==> config.mk <==
export PLATFORM = sky130hd
export DESIGN_NAME = touch_pad_voice_allocator
export DESIGN_NICKNAME = d
export VERILOG_FILES = /design/src/rtl/core/tpva_pkg.sv /design/src/rtl/core/tpva_ctrl.sv /design/src/rtl/core/tpva_dp.sv /design/src/rtl/core/touch_pad_voice_allocator.sv
export SDC_FILE = /design/constraint.sdc
export NUM_CORES = 1
export LEC_CHECK = 0
export ABC_CLOCK_PERIOD_IN_PS = 3540
export BUFFER_PORTS_ARGS = -buffer_cell sky130_fd_sc_hd__buf_4
export CAP_MARGIN = 10
export CORE_ASPECT_RATIO = 1.5
export CORE_UTILIZATION = 50
export CTS_BUF_LIST = sky130_fd_sc_hd__clkbuf_4
export CTS_CLUSTER_DIAMETER = 60
export DETAILED_ROUTE_END_ITERATION = 10
export GPL_TIMING_DRIVEN = 0
export PLACE_DENSITY = 0.75
export SETUP_SLACK_MARGIN = 0.2
export SLEW_MARGIN = 40
export SYNTH_ARGS = -nofsm -noshare
export SYNTH_HDL_FRONTEND = slang
export SYNTH_HIERARCHICAL = 1
export SYNTH_SLANG_ARGS = --single-unit
==> constraint.sdc <==
create_clock -name clk -period 3.54 [get_ports clk]
set_clock_uncertainty 0.2 [all_clocks]
set_input_delay 0.885 -clock clk [delete_from_list [all_inputs] [get_ports clk]]
set_output_delay 0.885 -clock clk [all_outputs]
set_load 0.1 [all_outputs]
==> src/rtl/core/tpva_pkg.sv <==
// ----------------------------------------------------------------------------
// tpva_pkg
// Shared types and constants for the touch pad voice allocator.
// ----------------------------------------------------------------------------
package tpva_pkg;

  localparam int VOICE_COUNT = 4;
  localparam int PAD_COUNT   = 12;
  localparam int VOICE_W     = 2;
  localparam int PAD_W       = 4;
  localparam int ENG_W       = 4;
  localparam int NV_W        = 3;

  localparam logic [ENG_W-1:0] POLY_MAX = ENG_W'(3);
  localparam logic [ENG_W-1:0] PERC_MIN = ENG_W'(7);

  localparam logic REQ_TOUCH  = 1'b0;
  localparam logic REQ_ENGINE = 1'b1;

  typedef enum logic [2:0] {
    EV_ON       = 3'd0,
    EV_OFF      = 3'd1,
    EV_CLEAR    = 3'd2,
    EV_HANDOVER = 3'd3,
    EV_DONE     = 3'd4
  } ev_kind_t;

  typedef struct packed {
    logic                 req_type;
    logic [PAD_COUNT-1:0] pads_now;
    logic [PAD_COUNT-1:0] pads_before;
    logic [ENG_W-1:0]     engine_sel;
    logic [ENG_W-1:0]     old_engine;
    logic                 poly_on;
    logic [NV_W-1:0]      voices_in_use;
  } tpva_in_t;

  typedef struct packed {
    ev_kind_t             event_kind;
    logic [VOICE_W-1:0]   voice_num;
    logic [PAD_W-1:0]     pad_num;
    logic                 percussive;
    logic                 engine_changed;
    logic                 last_event;
  } tpva_out_t;

  typedef struct packed {
    logic load;
    logic scan;
    logic eng;
    logic fin;
  } tpva_cmd_t;

  typedef struct packed {
    logic pad_last;
  } tpva_sts_t;

endpackage

==> src/rtl/core/tpva_ctrl.sv <==
// ----------------------------------------------------------------------------
// tpva_ctrl
// Sequencer that walks a touch scan one pad per cycle or runs an engine change.
// ----------------------------------------------------------------------------
module tpva_ctrl
  import tpva_pkg::*;
(
  input  logic      clk,
  input  logic      rst_n,
  input  logic      start,
  input  logic      req_type,
  input  tpva_sts_t sts,
  output tpva_cmd_t cmd,
  output logic      busy
);

  typedef enum logic [1:0] {
    ST_IDLE,
    ST_SCAN,
    ST_ENG,
    ST_FIN
  } state_t;

  state_t state_r;
  state_t state_nxt;
  logic   busy_r;

  always_comb begin
    state_nxt = state_r;
    unique case (state_r)
      ST_IDLE: begin
        if (start) begin
          state_nxt = (req_type == REQ_ENGINE) ? ST_ENG : ST_SCAN;
        end
      end
      ST_SCAN: begin
        if (sts.pad_last) begin
          state_nxt = ST_FIN;
        end
      end
      ST_ENG:  state_nxt = ST_FIN;
      ST_FIN:  state_nxt = ST_IDLE;
      default: state_nxt = ST_IDLE;
    endcase
  end

  always_ff @(posedge clk) begin
    if (!rst_n) begin
      state_r <= ST_IDLE;
      busy_r  <= 1'b0;
    end else begin
      state_r <= state_nxt;
      busy_r  <= (state_nxt != ST_IDLE);
    end
  end

  assign busy     = busy_r;
  assign cmd.load = start && !busy_r;
  assign cmd.scan = (state_r == ST_SCAN);
  assign cmd.eng  = (state_r == ST_ENG);
  assign cmd.fin  = (state_r == ST_FIN);

`ifndef SYNTH
  a_busy_matches_state: assert property (@(posedge clk) disable iff (!rst_n)
    busy_r == (state_r != ST_IDLE))
    else $error("busy does not track the sequencer state");
`endif

endmodule

==> src/rtl/core/tpva_dp.sv <==
// ----------------------------------------------------------------------------
// tpva_dp
// Voice table, pad walk counter and result register.
// ----------------------------------------------------------------------------
module tpva_dp
  import tpva_pkg::*;
(
  input  logic      clk,
  input  logic      rst_n,
  input  tpva_cmd_t cmd,
  input  tpva_in_t  in_item,
  output tpva_sts_t sts,
  output logic      out_valid,
  output tpva_out_t out_item
);

  tpva_in_t             in_r;
  logic [PAD_W-1:0]     pad_idx_r;
  logic [PAD_W-1:0]     pad_idx_nxt;
  logic [VOICE_COUNT-1:0] busy_r;
  logic [VOICE_COUNT-1:0] busy_nxt;
  logic [PAD_W-1:0]     vpad_r   [VOICE_COUNT];
  logic [PAD_W-1:0]     vpad_nxt [VOICE_COUNT];
  logic                 ov_r;
  logic                 ov_nxt;
  tpva_out_t            oi_r;
  tpva_out_t            oi_nxt;

  logic [NV_W-1:0]      nv_sat;
  logic                 cur;
  logic                 prev;
  logic                 perc;
  logic                 changed;
  logic                 was_poly;
  logic                 is_poly;
  logic                 found;
  logic [VOICE_W-1:0]   src;
  logic [PAD_W-1:0]     src_pad;

  always_comb begin
    nv_sat   = (in_r.voices_in_use > NV_W'(VOICE_COUNT)) ? NV_W'(VOICE_COUNT)
                                                         : in_r.voices_in_use;
    cur      = in_r.pads_now[pad_idx_r];
    prev     = in_r.pads_before[pad_idx_r];
    perc     = (in_r.engine_sel > PERC_MIN);
    changed  = (in_r.old_engine != in_r.engine_sel);
    was_poly = (in_r.old_engine <= POLY_MAX);
    is_poly  = (in_r.engine_sel <= POLY_MAX);

    pad_idx_nxt = pad_idx_r;
    busy_nxt    = busy_r;
    vpad_nxt    = vpad_r;
    ov_nxt      = 1'b0;
    found       = 1'b0;
    src         = '0;
    src_pad     = '0;

    oi_nxt.event_kind     = EV_DONE;
    oi_nxt.voice_num      = '0;
    oi_nxt.pad_num        = '0;
    oi_nxt.percussive     = perc;
    oi_nxt.engine_changed = 1'b0;
    oi_nxt.last_event     = 1'b0;

    if (cmd.load) begin
      pad_idx_nxt = '0;
    end

    if (cmd.scan) begin
      pad_idx_nxt = pad_idx_r + PAD_W'(1);
      if (cur && !prev) begin
        if (in_r.poly_on) begin
          for (int v = 0; v < VOICE_COUNT; v++) begin
            if (!found && (NV_W'(v) < nv_sat) && !busy_r[v]) begin
              found       = 1'b1;
              busy_nxt[v] = 1'b1;
              vpad_nxt[v] = pad_idx_r;
              oi_nxt.voice_num = VOICE_W'(v);
            end
          end
          ov_nxt = found;
        end else begin
          busy_nxt[0] = 1'b1;
          vpad_nxt[0] = pad_idx_r;
          ov_nxt      = 1'b1;
        end
        oi_nxt.event_kind = EV_ON;
        oi_nxt.pad_num    = pad_idx_r;
      end else if (!cur && prev) begin
        if (in_r.poly_on) begin
          for (int v = 0; v < VOICE_COUNT; v++) begin
            if (!found && (NV_W'(v) < nv_sat) && busy_r[v] && (vpad_r[v] == pad_idx_r)) begin
              found       = 1'b1;
              busy_nxt[v] = 1'b0;
              oi_nxt.voice_num = VOICE_W'(v);
            end
          end
          ov_nxt = found;
        end else if (busy_r[0] && (vpad_r[0] == pad_idx_r)) begin
          busy_nxt[0] = 1'b0;
          ov_nxt      = 1'b1;
        end
        oi_nxt.event_kind = EV_OFF;
        oi_nxt.pad_num    = pad_idx_r;
      end
    end

    if (cmd.eng && changed) begin
      oi_nxt.engine_changed = 1'b1;
      for (int v = VOICE_COUNT - 1; v >= 0; v--) begin
        if (busy_r[v]) begin
          found = 1'b1;
          src   = VOICE_W'(v);
        end
      end
      src_pad = vpad_r[src];
      if (was_poly && !is_poly) begin
        busy_nxt = '0;
        ov_nxt   = 1'b1;
        if (found) begin
          busy_nxt[0]       = 1'b1;
          vpad_nxt[0]       = src_pad;
          oi_nxt.event_kind = EV_HANDOVER;
          oi_nxt.voice_num  = src;
          oi_nxt.pad_num    = src_pad;
        end else begin
          oi_nxt.event_kind = EV_CLEAR;
        end
      end else if (!was_poly && is_poly) begin
        busy_nxt          = '0;
        ov_nxt            = 1'b1;
        oi_nxt.event_kind = EV_CLEAR;
      end
    end

    if (cmd.fin) begin
      ov_nxt                = 1'b1;
      oi_nxt.event_kind     = EV_DONE;
      oi_nxt.voice_num      = '0;
      oi_nxt.pad_num        = '0;
      oi_nxt.engine_changed = (in_r.req_type == REQ_ENGINE) && changed;
      oi_nxt.last_event     = 1'b1;
    end
  end

  always_ff @(posedge clk) begin
    if (!rst_n) begin
      busy_r <= '0;
      vpad_r <= '{default: '0};
      ov_r   <= 1'b0;
    end else begin
      busy_r <= busy_nxt;
      vpad_r <= vpad_nxt;
      ov_r   <= ov_nxt;
    end
  end

  always_ff @(posedge clk) begin
    if (cmd.load) begin
      in_r <= in_item;
    end
    pad_idx_r <= pad_idx_nxt;
    oi_r      <= oi_nxt;
  end

  assign sts.pad_last = (pad_idx_r == PAD_W'(PAD_COUNT - 1));
  assign out_valid    = ov_r;
  assign out_item     = oi_r;

`ifndef SYNTH
  a_last_after_fin: assert property (@(posedge clk) disable iff (!rst_n)
    ov_r && oi_r.last_event |-> $past(cmd.fin))
    else $error("final transaction without a finish step");
  a_clear_frees_all: assert property (@(posedge clk) disable iff (!rst_n)
    ov_r && (oi_r.event_kind == EV_CLEAR) |-> (busy_r == '0))
    else $error("voices still busy after all cleared");
  a_handover_voice0: assert property (@(posedge clk) disable iff (!rst_n)
    ov_r && (oi_r.event_kind == EV_HANDOVER) |-> ($onehot(busy_r) && busy_r[0]))
    else $error("handover left voices other than voice 0 busy");
  a_note_on_stored: assert property (@(posedge clk) disable iff (!rst_n)
    ov_r && (oi_r.event_kind == EV_ON)
      |-> (busy_r[oi_r.voice_num] && (vpad_r[oi_r.voice_num] == oi_r.pad_num)))
    else $error("note on not reflected in the voice table");
`endif

endmodule

==> src/rtl/core/touch_pad_voice_allocator.sv <==
// ----------------------------------------------------------------------------
// touch_pad_voice_allocator
// Assigns pad presses and releases to voices and handles engine class changes.
// ----------------------------------------------------------------------------
// Channel   Handshake            Payload
// input     start, busy          in_item  (tpva_in_t)
// result    out_valid (strobe)   out_item (tpva_out_t)
//
// A touch scan loads the request, walks the 12 pads in turn and takes one finish
// step; the done then passes through the result register. An engine change runs
// the engine step and the finish step, and the next start is taken with the done.
// Reset clears the voice table and the sequencer; the block is ready at once.
// Each result is shown for one cycle and cannot be held off by the receiver.
// ----------------------------------------------------------------------------
module touch_pad_voice_allocator
  import tpva_pkg::*;
(
  input  logic      clk,
  input  logic      rst_n,
  input  logic      start,
  output logic      busy,
  input  tpva_in_t  in_item,
  output logic      out_valid,
  output tpva_out_t out_item
);

  tpva_cmd_t cmd;
  tpva_sts_t sts;

  tpva_ctrl u_ctrl (
    .clk      (clk),
    .rst_n    (rst_n),
    .start    (start),
    .req_type (in_item.req_type),
    .sts      (sts),
    .cmd      (cmd),
    .busy     (busy)
  );

  tpva_dp u_dp (
    .clk       (clk),
    .rst_n     (rst_n),
    .cmd       (cmd),
    .in_item   (in_item),
    .sts       (sts),
    .out_valid (out_valid),
    .out_item  (out_item)
  );

endmodule

==> qor.csv <==
stage;metric;value;unit
worst_hold_path;Hold Path Origin;u_dp/in_r[36];
synth;Cells after Synth;314;
synth;synthesized cell area;3610;sq um
setup_path;Critical Path RT;3.64;ns
layout;Syn-to-layout area delta;18.8;%
run_status;status;finished with violations;
setup_path;arrival time at the worst endpoint;3.23;ns
placed_design;GPL Wtd Cong;0.895;
floorplanning;Initial Util;0.523;
sta;highest clock rate;0.320;GHz
clocking;total CTS buffers;9;
setup_path;CP bufs+invs;2;
routing;final antenna-violating net count;0;
setup_path;Critical Path Sink Type;register;
synth;Post-synth top cells;edfxtp_1 (41), dfxtp_1 (36), nor2_1 (35);
synth;Post-synth EDFFs;41;
sta;Slew Viols, Final;0;
grt;GR Util All Layers;0.210;
setup_path;worst setup path class;reg2reg;
setup_path;delay-heaviest family, CP;multiplexers;
routing;1st-iter DRT viols;147;
routing;DRT Wirelength;7290;microns
clocking;CTS Hold Bufs;0;
grt;vias in the first global route;2617;
sta;crit path time final;3.13;ns
synth;Syn Area/Cell;11.5;sq um
setup_path;Critical path origin;u_dp/pad_idx_r[0];
layout;fraction of layout cells with a size suffix above 1;0.280;
sta;post-route clock period utilization;0.883;
synth;syn_nets;363;
flow_run;MaxCap Viol Count;0;
synth;top_reg_cell synth;edfxtp_1;
placed_design;DP Area;4140;sq um
routing;drt pass-1 iters;9;
synth;Synth cell types;51;
sta;setup TNS;0;ns
synth;largest cells by area after synthesis;edfxtp_1 (34%), dfxtp_1 (20%), mux4_2 (5.0%);
sta;Final setup viols;0;
clocking;Root Buffer;clkbuf_4;
floorplanning;die height;106;microns
clocking;CTS tree;built;
sta;final hold violations;0;
run_status;violated checks;DRC;
setup_path;CP Launch Type;register;
layout;Fillers;595;
synth;Synth area leader;edfxtp_1;
worst_hold_path;worst hold path type;reg2reg;
routing;Vias/cell;5.59;
placed_design;DP Wirelength;5390;microns
synth;share of the synthesized area in the top cell type;0.341;
grt;largest net degree at the start of global routing;23;
setup_path;worst reg2reg path startpoint;u_dp/pad_idx_r[0];
layout;Storage cell area;1950;sq um
routing;DRC;5;
layout;Layout Cell Area excl Fill;4290;sq um
setup_path;crit-path max cell delay;0.53;ns
synth;Ys Warns;6;
grt;first-pass GRT wire length;11800;microns
synth;Seq/Total Area, Yosys;0.541;
setup_path;slowest CP cell;mux4_2;
floorplanning;Die X;71.4;microns
clocking;Max H-tree Level;3;
grt;Overflow after GRT;0;
floorplanning;full die area;7570;sq um
clocking;clock sinks;77;
grt;initial antenna violation count;0;
synth;async set or reset register ratio after synthesis;0;
layout;area taken by multi-input logic gates;1550;sq um
power;Leak;0.00167;uW
routing;DR WL/cell;15.7;microns
power;IR drop worst, VDD;389;uV
placed_design;number of I/O port buffers;53;
synth;count leader, synth;edfxtp_1;
layout;Nets;430;
synth;Synth Register Bits;77;
sta;RSZ-0062 raised after global routing;yes;
clocking;Worst-Skew Late Latency;0.43;ns
setup_path;crit path max fanout;10;
setup_path;CP Cell Sequence;buf_6 > mux4_2 > mux2i_1 > o22a_1 > ha_1 > buf_2 > nand2_1 > nor2_2 > nand3_1 > nor2_2 > mux2i_1 > nor2_1;
sta;Slew headroom;0.596;
layout;diode count;0;
clocking;Clock transition at path regs;0.11;ns
floorplanning;top-level port count;54;
power;Power Density;694;nW/um^2
routing;vias post-DR;2592;
sta;Least-Margin Pin Slew;0.605;ns
floorplanning;FP Rows;37;
clocking;CTS Buffer Depth;2;
floorplanning;core area;6900;sq um
## placed cells by master, fill, tap and decap left out, types with 3 or more instances in the layout
master / count
ha_1: 9
o22ai_1: 4
xnor2_1: 10
clkbuf_4: 13
and2_1: 3
nand4_1: 5
inv_1: 11
nor4_1: 3
buf_2: 5
edfxtp_1: 41
nor2_2: 4
clkbuf_1: 6
a21oi_1: 9
mux2i_1: 17
nand3_1: 4
a31oi_1: 4
clkinv_1: 3
buf_4: 55
xor2_1: 12
nand2b_1: 4
mux4_2: 8
or2_2: 3
nor2_1: 30
nor3_1: 7
nand2_1: 20
mux2_2: 6
o21ai_0: 10
o21ai_1: 4
dfxtp_1: 36
## registers in the layout (all words and copies together) (netlist names)
name            cells
u_ctrl/busy         1
u_ctrl/state_r      2
u_dp/busy_r         4
u_dp/in_r          37
u_dp/out_item      12
u_dp/out_valid      1
u_dp/pad_idx_r      4
u_dp/vpad_r        16
## path summary, 6_finish.rpt
check,endpoint,slack [ns],depth (start not counted)
setup / recovery,u_dp/vpad_r[6],0.41,12
hold / removal,u_dp/out_item[1],0.31,2
setup reg to reg,u_dp/vpad_r[6],0.41,12
hold reg to reg,u_dp/out_item[1],0.31,2
## kinds of logic (layout without fill, tap and decap cells)
logic type                 after synthesis  count (layout)  share of synthesized area
adders and majority gates                9               9                     0.0312
AOI/OAI and AO/OA                       47              47                     0.0839
xor gates and xnor gates                22              22                     0.0534
muxes                                   31              31                      0.116
and+or+nand+nor                         98              98                      0.137
buffers and inverters                   30             102                     0.0378
DFF                                     77              77                      0.541
## routing by layer
layer / global-route usage / vias up / wire length (microns)
met4: 0.150 / 0 / 282
met1: 0.215 / 1219 / 2820
li1: - / 1266 / -
met3: 0.0464 / 26 / 271
met5: 0 / - / 0
met2: 0.369 / 81 / 3910
## power breakdown
part           switching [uW]  total, uW  internal [uW]
clock network             289        443            155
registers                67.7       1190           1120
logic                     854       1340            486
total                    1210       2980           1760
## worst register-to-register path: stages, from the launching register on
cell and delay (ns):
edfxtp_1 0.38, buf_6 0.18, mux4_2 0.53, mux2i_1 0.14
o22a_1 0.22, ha_1 0.16, buf_2 0.17, nand2_1 0.11
nor2_2 0.19, nand3_1 0.15, nor2_2 0.27, mux2i_1 0.24
nor2_1 0.05
## final cells by class
type | instances | share of cell area
inverter | 13 | 0.0114
buffer | 17 | 0.0219
tap | 78 | 0.0228
multi-input combinational | 207 | 0.361
timing repair buffer | 56 | 0.103
sequential | 77 | 0.455
clock inverter | 5 | 0.00613
clock buffer | 11 | 0.0193
## per-stage QoR
step                       util  std cells  setup slack (ns)  hold WS [ns]  power (uW)
after floorplan               -        314             0.742         0.256        2220
after global placement    0.596        445             0.191         0.289        2500
after detailed placement  0.600        446             0.185         0.293        2540
after CTS                 0.617        462             0.251         0.322        2990
after global routing      0.622        464             0.168         0.338        3150
final                     0.622        464             0.413         0.313        2980
## what timing repair did
item                                    4_1_cts  5_1_grt
endpoints found under the setup margin        9       22
gates resized for setup                       3        6
buffers inserted                              0        2
pin swaps                                     0        2
(Power assumes the default switching activity.)
